$ cat src/hw/rtl/bed_pkg.sv
// Package for the button event detector: event, mode and register codes,
// field widths and the event set passed from evaluation to the result buffer.
// No dependencies.
package bed_pkg;

  localparam int unsigned TIME_W = 32;
  localparam int unsigned CFG_W  = 16;
  localparam int unsigned IDX_W  = 3;
  localparam int unsigned EV_W   = 3;
  localparam int unsigned MODE_W = 2;

  localparam logic [CFG_W-1:0] LONG_PRESS_RST = 16'd500;
  localparam logic [CFG_W-1:0] REPEAT_RST     = 16'd200;
  localparam logic [CFG_W-1:0] DOUBLE_WIN_RST = 16'd200;

  typedef enum logic [EV_W-1:0] {
    EV_PRESS   = 3'd0,
    EV_CHANGE  = 3'd1,
    EV_LONG    = 3'd2,
    EV_REPEAT  = 3'd3,
    EV_CLICK   = 3'd4,
    EV_RELEASE = 3'd5,
    EV_DOUBLE  = 3'd6
  } ev_code_e;

  typedef enum logic [MODE_W-1:0] {
    MODE_RELEASED = 2'd0,
    MODE_PRESSED  = 2'd1,
    MODE_LONG     = 2'd2
  } mode_e;

  typedef enum logic [IDX_W-1:0] {
    CFG_ENABLE     = 3'd0,
    CFG_IDLE_LEVEL = 3'd1,
    CFG_LONG_PRESS = 3'd2,
    CFG_REPEAT     = 3'd3,
    CFG_DOUBLE_WIN = 3'd4
  } cfg_idx_e;

  // Events caused by one scan, oldest in ev0.
  typedef struct packed {
    logic [1:0] num;
    ev_code_e   ev0;
    ev_code_e   ev1;
    ev_code_e   ev2;
    mode_e      mode;
  } ev_set_t;

endpackage

$ cat src/hw/rtl/bed_if.sv
// Valid/ready channel interfaces for scans in and events out.
// Depends on bed_pkg.
interface bed_scan_if import bed_pkg::*; ();
  logic              valid;
  logic              ready;
  logic              pin_level;
  logic [TIME_W-1:0] now_ms;

  modport source (output valid, pin_level, now_ms, input ready);
  modport sink   (input valid, pin_level, now_ms, output ready);
endinterface

interface bed_event_if import bed_pkg::*; ();
  logic              valid;
  logic              ready;
  logic [EV_W-1:0]   event_code;
  logic [MODE_W-1:0] button_mode;
  logic              last_event;

  modport source (output valid, event_code, button_mode, last_event, input ready);
  modport sink   (input valid, event_code, button_mode, last_event, output ready);
endinterface

$ cat src/hw/rtl/bed_eval.sv
// Scan register, configuration registers, button state and event evaluation.
// Depends on bed_pkg.
module bed_eval import bed_pkg::*; (
  input  logic              clk_i,
  input  logic              rst_ni,
  input  logic              cfg_we_i,
  input  logic [IDX_W-1:0]  cfg_idx_i,
  input  logic [CFG_W-1:0]  cfg_data_i,
  input  logic              scan_valid_i,
  output logic              scan_ready_o,
  input  logic              pin_level_i,
  input  logic [TIME_W-1:0] now_ms_i,
  input  logic              load_ok_i,
  output logic              load_o,
  output ev_set_t           set_o
);

  logic              enable_q, idle_q;
  logic [CFG_W-1:0]  long_ms_q, rep_ms_q, win_ms_q;
  logic              in_vld_q, pin_q;
  logic [TIME_W-1:0] now_q;
  logic              pressed_q, long_q;
  logic [TIME_W-1:0] press_t_q, long_t_q, rel_t_q;
  mode_e             mode_q;

  logic              fire, upd, active, held_long;
  logic [TIME_W-1:0] dp, dl, dr;
  ev_set_t           set;
  logic              pressed_d, long_d;
  logic [TIME_W-1:0] press_t_d, long_t_d, rel_t_d;

  assign fire         = in_vld_q && load_ok_i;
  assign upd          = fire && enable_q;
  assign scan_ready_o = !in_vld_q || load_ok_i;

  always_ff @(posedge clk_i or negedge rst_ni) begin
    if (!rst_ni) begin
      enable_q  <= 1'b0;
      idle_q    <= 1'b0;
      long_ms_q <= LONG_PRESS_RST;
      rep_ms_q  <= REPEAT_RST;
      win_ms_q  <= DOUBLE_WIN_RST;
    end else if (cfg_we_i) begin
      unique case (cfg_idx_i)
        CFG_ENABLE:     enable_q  <= cfg_data_i[0];
        CFG_IDLE_LEVEL: idle_q    <= cfg_data_i[0];
        CFG_LONG_PRESS: long_ms_q <= cfg_data_i;
        CFG_REPEAT:     rep_ms_q  <= cfg_data_i;
        CFG_DOUBLE_WIN: win_ms_q  <= cfg_data_i;
        default: ;
      endcase
    end
  end

  always_ff @(posedge clk_i or negedge rst_ni) begin
    if (!rst_ni) begin
      in_vld_q <= 1'b0;
    end else if (scan_ready_o) begin
      in_vld_q <= scan_valid_i;
    end
  end

  always_ff @(posedge clk_i) begin
    if (scan_ready_o && scan_valid_i) begin
      pin_q <= pin_level_i;
      now_q <= now_ms_i;
    end
  end

  assign active    = pin_q != idle_q;
  assign dp        = now_q - press_t_q;
  assign dl        = now_q - long_t_q;
  assign dr        = now_q - rel_t_q;
  assign held_long = dp >= {{(TIME_W-CFG_W){1'b0}}, long_ms_q};

  always_comb begin
    set       = '{num: 2'd0, ev0: EV_PRESS, ev1: EV_PRESS, ev2: EV_PRESS, mode: mode_q};
    pressed_d = pressed_q;
    long_d    = long_q;
    press_t_d = press_t_q;
    long_t_d  = long_t_q;
    rel_t_d   = rel_t_q;
    priority if (!pressed_q && active) begin
      pressed_d = 1'b1;
      press_t_d = now_q;
      set.mode  = MODE_PRESSED;
      set.ev0   = EV_PRESS;
      set.ev1   = EV_CHANGE;
      set.ev2   = EV_DOUBLE;
      set.num   = (dr < {{(TIME_W-CFG_W){1'b0}}, win_ms_q}) ? 2'd3 : 2'd2;
    end else if (pressed_q && active && held_long) begin
      set.mode = MODE_LONG;
      if (!long_q) begin
        long_d   = 1'b1;
        long_t_d = now_q;
        set.ev0  = EV_LONG;
        set.num  = 2'd1;
      end else if (dl >= {{(TIME_W-CFG_W){1'b0}}, rep_ms_q}) begin
        long_t_d = now_q;
        set.ev0  = EV_REPEAT;
        set.num  = 2'd1;
      end
    end else if (pressed_q && !active) begin
      pressed_d = 1'b0;
      long_d    = 1'b0;
      rel_t_d   = now_q;
      set.mode  = MODE_RELEASED;
      if (!held_long) begin
        set.ev0 = EV_CLICK;
        set.ev1 = EV_RELEASE;
        set.ev2 = EV_CHANGE;
        set.num = 2'd3;
      end else begin
        set.ev0 = EV_RELEASE;
        set.ev1 = EV_CHANGE;
        set.num = 2'd2;
      end
    end else begin
    end
  end

  always_ff @(posedge clk_i or negedge rst_ni) begin
    if (!rst_ni) begin
      pressed_q <= 1'b0;
      long_q    <= 1'b0;
      press_t_q <= '0;
      long_t_q  <= '0;
      rel_t_q   <= '0;
      mode_q    <= MODE_RELEASED;
    end else if (upd) begin
      pressed_q <= pressed_d;
      long_q    <= long_d;
      press_t_q <= press_t_d;
      long_t_q  <= long_t_d;
      rel_t_q   <= rel_t_d;
      mode_q    <= set.mode;
    end
  end

  assign load_o = upd && (set.num != 2'd0);
  assign set_o  = set;

endmodule

$ cat src/hw/rtl/bed_emit.sv
// Result buffer: holds the events of one scan and hands them out one a cycle
// while the output is ready. Depends on bed_pkg.
module bed_emit import bed_pkg::*; (
  input  logic              clk_i,
  input  logic              rst_ni,
  input  logic              load_i,
  input  ev_set_t           set_i,
  output logic              load_ok_o,
  output logic              out_valid_o,
  input  logic              out_ready_i,
  output logic [EV_W-1:0]   event_code_o,
  output logic [MODE_W-1:0] button_mode_o,
  output logic              last_event_o
);

  logic [1:0] cnt_q, cnt_d;
  ev_code_e   ev0_q, ev1_q, ev2_q;
  mode_e      mode_q;
  logic       pop;

  assign out_valid_o = cnt_q != 2'd0;
  assign pop         = out_valid_o && out_ready_i;
  assign load_ok_o   = (cnt_q == 2'd0) || (pop && cnt_q == 2'd1);

  always_comb begin
    cnt_d = cnt_q;
    priority if (load_i) begin
      cnt_d = set_i.num;
    end else if (pop) begin
      cnt_d = cnt_q - 2'd1;
    end else begin
    end
  end

  always_ff @(posedge clk_i or negedge rst_ni) begin
    if (!rst_ni) begin
      cnt_q <= 2'd0;
    end else begin
      cnt_q <= cnt_d;
    end
  end

  always_ff @(posedge clk_i) begin
    if (load_i) begin
      ev0_q  <= set_i.ev0;
      ev1_q  <= set_i.ev1;
      ev2_q  <= set_i.ev2;
      mode_q <= set_i.mode;
    end else if (pop) begin
      ev0_q <= ev1_q;
      ev1_q <= ev2_q;
    end
  end

  assign event_code_o  = ev0_q;
  assign button_mode_o = mode_q;
  assign last_event_o  = cnt_q == 2'd1;

endmodule

$ cat src/hw/rtl/button_event_detector.sv
// Top level of the button event detector: scan register and evaluation,
// result buffer. Depends on bed_pkg, bed_if, bed_eval and bed_emit.
//
// Each scan is registered, then evaluated against the button state once the
// result buffer can take its events. Its events (none to three) are loaded
// into a three-entry result buffer that shows them one per cycle while the
// output is ready. A scan passes the scan register and then the result buffer
// before its first event is on the output. A scan is evaluated only when the
// buffer is empty or its final event is being taken, so while events drain
// the next scan waits in the scan register. Scans causing no event, and all
// scans while enable is low, pass one per cycle while the buffer is empty.
// A stalled output holds the buffer, and through it the scan input.
module button_event_detector import bed_pkg::*; (
  input  logic             clk_i,
  input  logic             rst_ni,
  input  logic             cfg_we_i,
  input  logic [IDX_W-1:0] cfg_idx_i,
  input  logic [CFG_W-1:0] cfg_data_i,
  bed_scan_if.sink         scan_i,
  bed_event_if.source      evt_o
);

  logic    load, load_ok;
  ev_set_t set;

  bed_eval u_eval (
    .clk_i,
    .rst_ni,
    .cfg_we_i,
    .cfg_idx_i,
    .cfg_data_i,
    .scan_valid_i (scan_i.valid),
    .scan_ready_o (scan_i.ready),
    .pin_level_i  (scan_i.pin_level),
    .now_ms_i     (scan_i.now_ms),
    .load_ok_i    (load_ok),
    .load_o       (load),
    .set_o        (set)
  );

  bed_emit u_emit (
    .clk_i,
    .rst_ni,
    .load_i        (load),
    .set_i         (set),
    .load_ok_o     (load_ok),
    .out_valid_o   (evt_o.valid),
    .out_ready_i   (evt_o.ready),
    .event_code_o  (evt_o.event_code),
    .button_mode_o (evt_o.button_mode),
    .last_event_o  (evt_o.last_event)
  );

endmodule

$ cat src/flat_wrapper.sv
// flat-port wrapper written by rule: the top's interface ports become plain ports
module button_event_detector_flat import bed_pkg::*;
  (clk_i, rst_ni, cfg_we_i, cfg_idx_i, cfg_data_i, scan_i_valid, scan_i_pin_level, scan_i_now_ms, scan_i_ready, evt_o_valid, evt_o_event_code, evt_o_button_mode, evt_o_last_event, evt_o_ready);
  bed_scan_if scan_i_i ();
  bed_event_if evt_o_i ();
  input  logic clk_i;
  input  logic rst_ni;
  input  logic cfg_we_i;
  input  logic [IDX_W-1:0] cfg_idx_i;
  input  logic [CFG_W-1:0] cfg_data_i;
  input wire logic [$bits(scan_i_i.valid)-1:0] scan_i_valid;
  input wire logic [$bits(scan_i_i.pin_level)-1:0] scan_i_pin_level;
  input wire logic [$bits(scan_i_i.now_ms)-1:0] scan_i_now_ms;
  output wire logic [$bits(scan_i_i.ready)-1:0] scan_i_ready;
  output wire logic [$bits(evt_o_i.valid)-1:0] evt_o_valid;
  output wire logic [$bits(evt_o_i.event_code)-1:0] evt_o_event_code;
  output wire logic [$bits(evt_o_i.button_mode)-1:0] evt_o_button_mode;
  output wire logic [$bits(evt_o_i.last_event)-1:0] evt_o_last_event;
  input wire logic [$bits(evt_o_i.ready)-1:0] evt_o_ready;
  assign scan_i_i.valid = scan_i_valid;
  assign scan_i_i.pin_level = scan_i_pin_level;
  assign scan_i_i.now_ms = scan_i_now_ms;
  assign scan_i_ready = scan_i_i.ready;
  assign evt_o_valid = evt_o_i.valid;
  assign evt_o_event_code = evt_o_i.event_code;
  assign evt_o_button_mode = evt_o_i.button_mode;
  assign evt_o_last_event = evt_o_i.last_event;
  assign evt_o_i.ready = evt_o_ready;
  button_event_detector u_core (.clk_i(clk_i), .rst_ni(rst_ni), .cfg_we_i(cfg_we_i), .cfg_idx_i(cfg_idx_i), .cfg_data_i(cfg_data_i), .scan_i(scan_i_i), .evt_o(evt_o_i));
endmodule
$ cat config.mk
export PLATFORM = sky130hd
export DESIGN_NAME = button_event_detector_flat
export DESIGN_NICKNAME = d
export VERILOG_FILES = /design/src/hw/rtl/bed_pkg.sv /design/src/hw/rtl/bed_if.sv /design/src/hw/rtl/bed_eval.sv /design/src/hw/rtl/bed_emit.sv /design/src/hw/rtl/button_event_detector.sv /design/src/flat_wrapper.sv
export SDC_FILE = /design/constraint.sdc
export NUM_CORES = 1
export LEC_CHECK = 0
export ABC_AREA = 1
export BUFFER_PORTS_ARGS = -buffer_cell sky130_fd_sc_hd__buf_2
export CAP_MARGIN = 20
export CORE_ASPECT_RATIO = 1.4
export CORE_MARGIN = 2
export CORE_UTILIZATION = 40
export DETAILED_ROUTE_END_ITERATION = 8
export PLACE_DENSITY = 0.66
export SLEW_MARGIN = 20
export SYNTH_ARGS = -nofsm -noshare
export SYNTH_HDL_FRONTEND = slang
export SYNTH_SLANG_ARGS = --single-unit
$ cat constraint.sdc
create_clock -name clk_i -period 5.4 [get_ports clk_i]
set_input_delay 0.54 -clock clk_i [delete_from_list [all_inputs] [get_ports clk_i]]
set_output_delay 0.54 -clock clk_i [all_outputs]
set_load 0.05 [all_outputs]
==> results.toml <==
[status]
status = "complete, no violations"

[synthesis]
synth_top_area_share_pct = 22.33
synth_top_family_by_area = "simple AND/OR/NAND/NOR gates"
synth_compound_area_share_pct = 9.607
syn_area_mm2 = 0.01580
synth_top_flop_cell = "dfrtp_1"
synth_mux_area_share_pct = 0
yosys.area_share.adder_pct = 12.02
synthCells = 2382
ys_seq_elements = 196
synth.distinct_cells = 46
ys_top_cells_by_area = "dfrtp_1, nand2_1, ha_1, inv_1, edfxtp_1"
synth_xor_xnor_area_share_pct = 2.827
yosysWarningCount = 0
yosysTopAreaCell = "dfrtp_1"
synth-simple-area-share_pct = 30.21
synthArstFlopShare_pct = 78.06
ys_seq_area_share_pct = 32.50
synth_nets = 2589
avgSynthCellArea_um2 = 6.632
synth_edf_count = 43

[global_routing]
grt-ovfl-total = 0
track_usage_pct = 24.03
grt_max_degree = 66
antenna_found_initial = 0
grt_pass1_vias = 14900
grt_pass1_wl_um = 75340

[die]
dieHeight_um = 239.1
fp.coreArea_mm2 = 0.03917
fp.dieW_um = 172.0
initial_core_util_pct = 40.33
io_pins = 65
die_area_mm2 = 0.04112
row_count = 86

[clocking]
cts_root_buf = "clkbuf_16"
cts_resized = 0
cts_setup_buffers = 0
numCtsBuffers = 17
insertion_delay_ns = 0.46
htreeDepth = 4
cts.sinks = 196
cts_tree = "done"
cts_buffer_depth = 2
clkTransAtPathRegs_ns = 0.08
cts_hold_buf = 0

[sta]
finClkSkew_ns = 0.01344
finalSetupViolCount = 0
slew_viol_final = 0
period_needed_ns = 4.615
fin_crit_sh_pct = 85.46
fmax_mhz = 216.7
setup_slack_ns = 0.7850
rsz0062_at_grt = "no"
relSlewSlack_pct = 47.28
tightestPinTransition_ns = 0.7852
final-hold-violation-count = 0
hold_slack_ns = 0.02344
setup_tns_ns = 0

[critical_path]
max_stage_delay_ns = 0.42
cp.buffers_inverters = 3
crit_required_ns = 5.56
crit_slowest_cell = "a21oi_1"
crit_path_cell_trace = "inv_1 > ha_1 > inv_1 > fa_1 > nand3_1 > nand2_1 > nand2_1 > nand2_1 > nand2_1 > nand2_1 > xor2_1 > ha_1 > nand2_1 > nor2_1 > a211oi_1 > o221ai_1 > a21oi_1 > nand4_1 > nand2_1 > nand2_2 > nand2_4 > nand2_4 > inv_1"
startpoint = "u_core.u_eval.now_q[0]"
worst_path_most_repeated_cell = "nand2_1"
cp-start-kind = "flop"
crit_family = "simple AND/OR/NAND/NOR gates"
critical_path_class = "reg -> reg"
r2r-start = "u_core.u_eval.now_q[0]"
arrival_ns = 4.77
cp_max_fo = 8
worstSetupEndpointType = "flop"

[layout]
drive_above_1_share_pct = 6.107
nNetsFinal = 2650
final_common_cell = "nand2_1"
area_growth_pct = 9.607
multiInputGateArea_mm2 = 0.008653
insertedDiodeCount = 0
n_fill_cell = 4112
seq_area_mm2 = 0.005135
layout_common_cells = "nand2_1, inv_1, nor2_1"
utilization_pct = 44.21

[placement]
place.gp.congestion = 1.080
hpwl_um = 39090
portBuffers = 64
dp_slack_ns = 0.8828

[routing]
drc_errors = 0
vias_per_cell = 4.937
drtPass1Iterations = 6
drt_iter0_markers = 917
wire_per_inst_um = 15.84
route.vias.total = 14730
routed_wl_um = 47250
ant_nets = 0

[power_and_ir_drop]
design_power_total_mw = 12.10
vdd_drop_max_mv = 0.2905
p_leak_nw = 9.536
power_density_mw_per_mm2 = 698.7

[flow_run]
cap_viol_max_count = 0

[min_path]
hp-class = "in -> async"
[worst register-to-register path: cells and delay by family (launching register included)]
family	cells	cell delay, ns
AOI/OAI and AO/OA	3	0.76
DFF	1	0.38
adders and majority gates	3	0.89
xor gates and xnor gates	1	0.29
and+or+nand+nor	13	1.53
buffers and inverters	3	0.46
[cell usage after synthesis (all sizes together), types with 7 or more instances]
| library cell | count |
|---|---|
| nand2 | 837 |
| inv | 498 |
| o21ai | 170 |
| nor2 | 167 |
| ha | 147 |
| dfrtp | 141 |
| nand3 | 95 |
| a21oi | 94 |
| xor2 | 47 |
| edfxtp | 43 |
| nand4 | 26 |
| nor3 | 19 |
| clkbuf | 16 |
| nand3b | 13 |
| buf | 12 |
| dfstp | 12 |
| o21bai | 7 |
[worst paths after layout]
path / to / slack [ns] / depth (start not counted)
worst min-delay path: u_core.u_eval.win_ms_q[5] / 0.02 / 1
worst max register to register: u_core.u_emit.ev2_q[0] / 0.79 / 23
min in group clk_i: u_core.u_eval.now_q[13] / 0.25 / 1
worst min register to register: u_core.u_eval.long_t_q[16] / 0.49 / 2
max in group asynchronous: u_core.u_eval.press_t_q[30] / 4.24 / 2
worst max-delay path: u_core.u_emit.ev2_q[0] / 0.79 / 23
[area by class of cell]
type / instances / share of cell area (%)
Clock inverter: 13 / 0.9032
Multi-Input combinational cell: 1658 / 49.97
Tap cell: 528 / 3.815
Clock buffer: 19 / 2.623
Inverter: 500 / 10.84
Sequential cell: 196 / 29.66
Timing Repair Buffer: 70 / 2.189
[state kept, by name, indices dropped and copies added (netlist names), 3 cells and up]
register / cells
u_core.u_eval.now_q: 32
u_core.u_eval.press_t_q: 32
u_core.u_eval.long_ms_q: 16
u_core.u_emit.ev1_q: 3
u_core.u_eval.win_ms_q: 16
u_core.u_emit.event_code_o: 3
u_core.u_eval.long_t_q: 32
u_core.u_eval.rel_t_q: 32
u_core.u_eval.rep_ms_q: 16
[metrics by stage]
stage / instances / cell area [um^2]
after floorplan: 2382 / 15800
after global placement: 2951 / 16680
after detailed placement: 2951 / 16680
after CTS: 2983 / 17290
after global routing: 2984 / 17320
final: 2984 / 17320
[kinds of logic after synthesis]
logic type,Yosys count
adder cells (fa/ha/maj),150
XOR/XNOR,51
AND/OR/NAND/NOR,1169
flip-flops,196
AO/OA/AOI/OAI,288
buffers and inverters,528
[power by group]
group,internal (mW),switching [mW],leakage [nW]
Clock,0.689,0.641,0.301
Combinational,2.83,5.47,6.92
Sequential,2.11,0.363,2.31
[metal layers]
layer  track usage (%)  routed length [um]  up-vias
met5                 0                   0        -
met1             26.36               18330     6730
met3             2.781                1603      138
met4             16.14                3408        0
met2             43.06               23910      357
li1                  -                   -     7508
No activity file was read; power rests on OpenSTA's default activity.
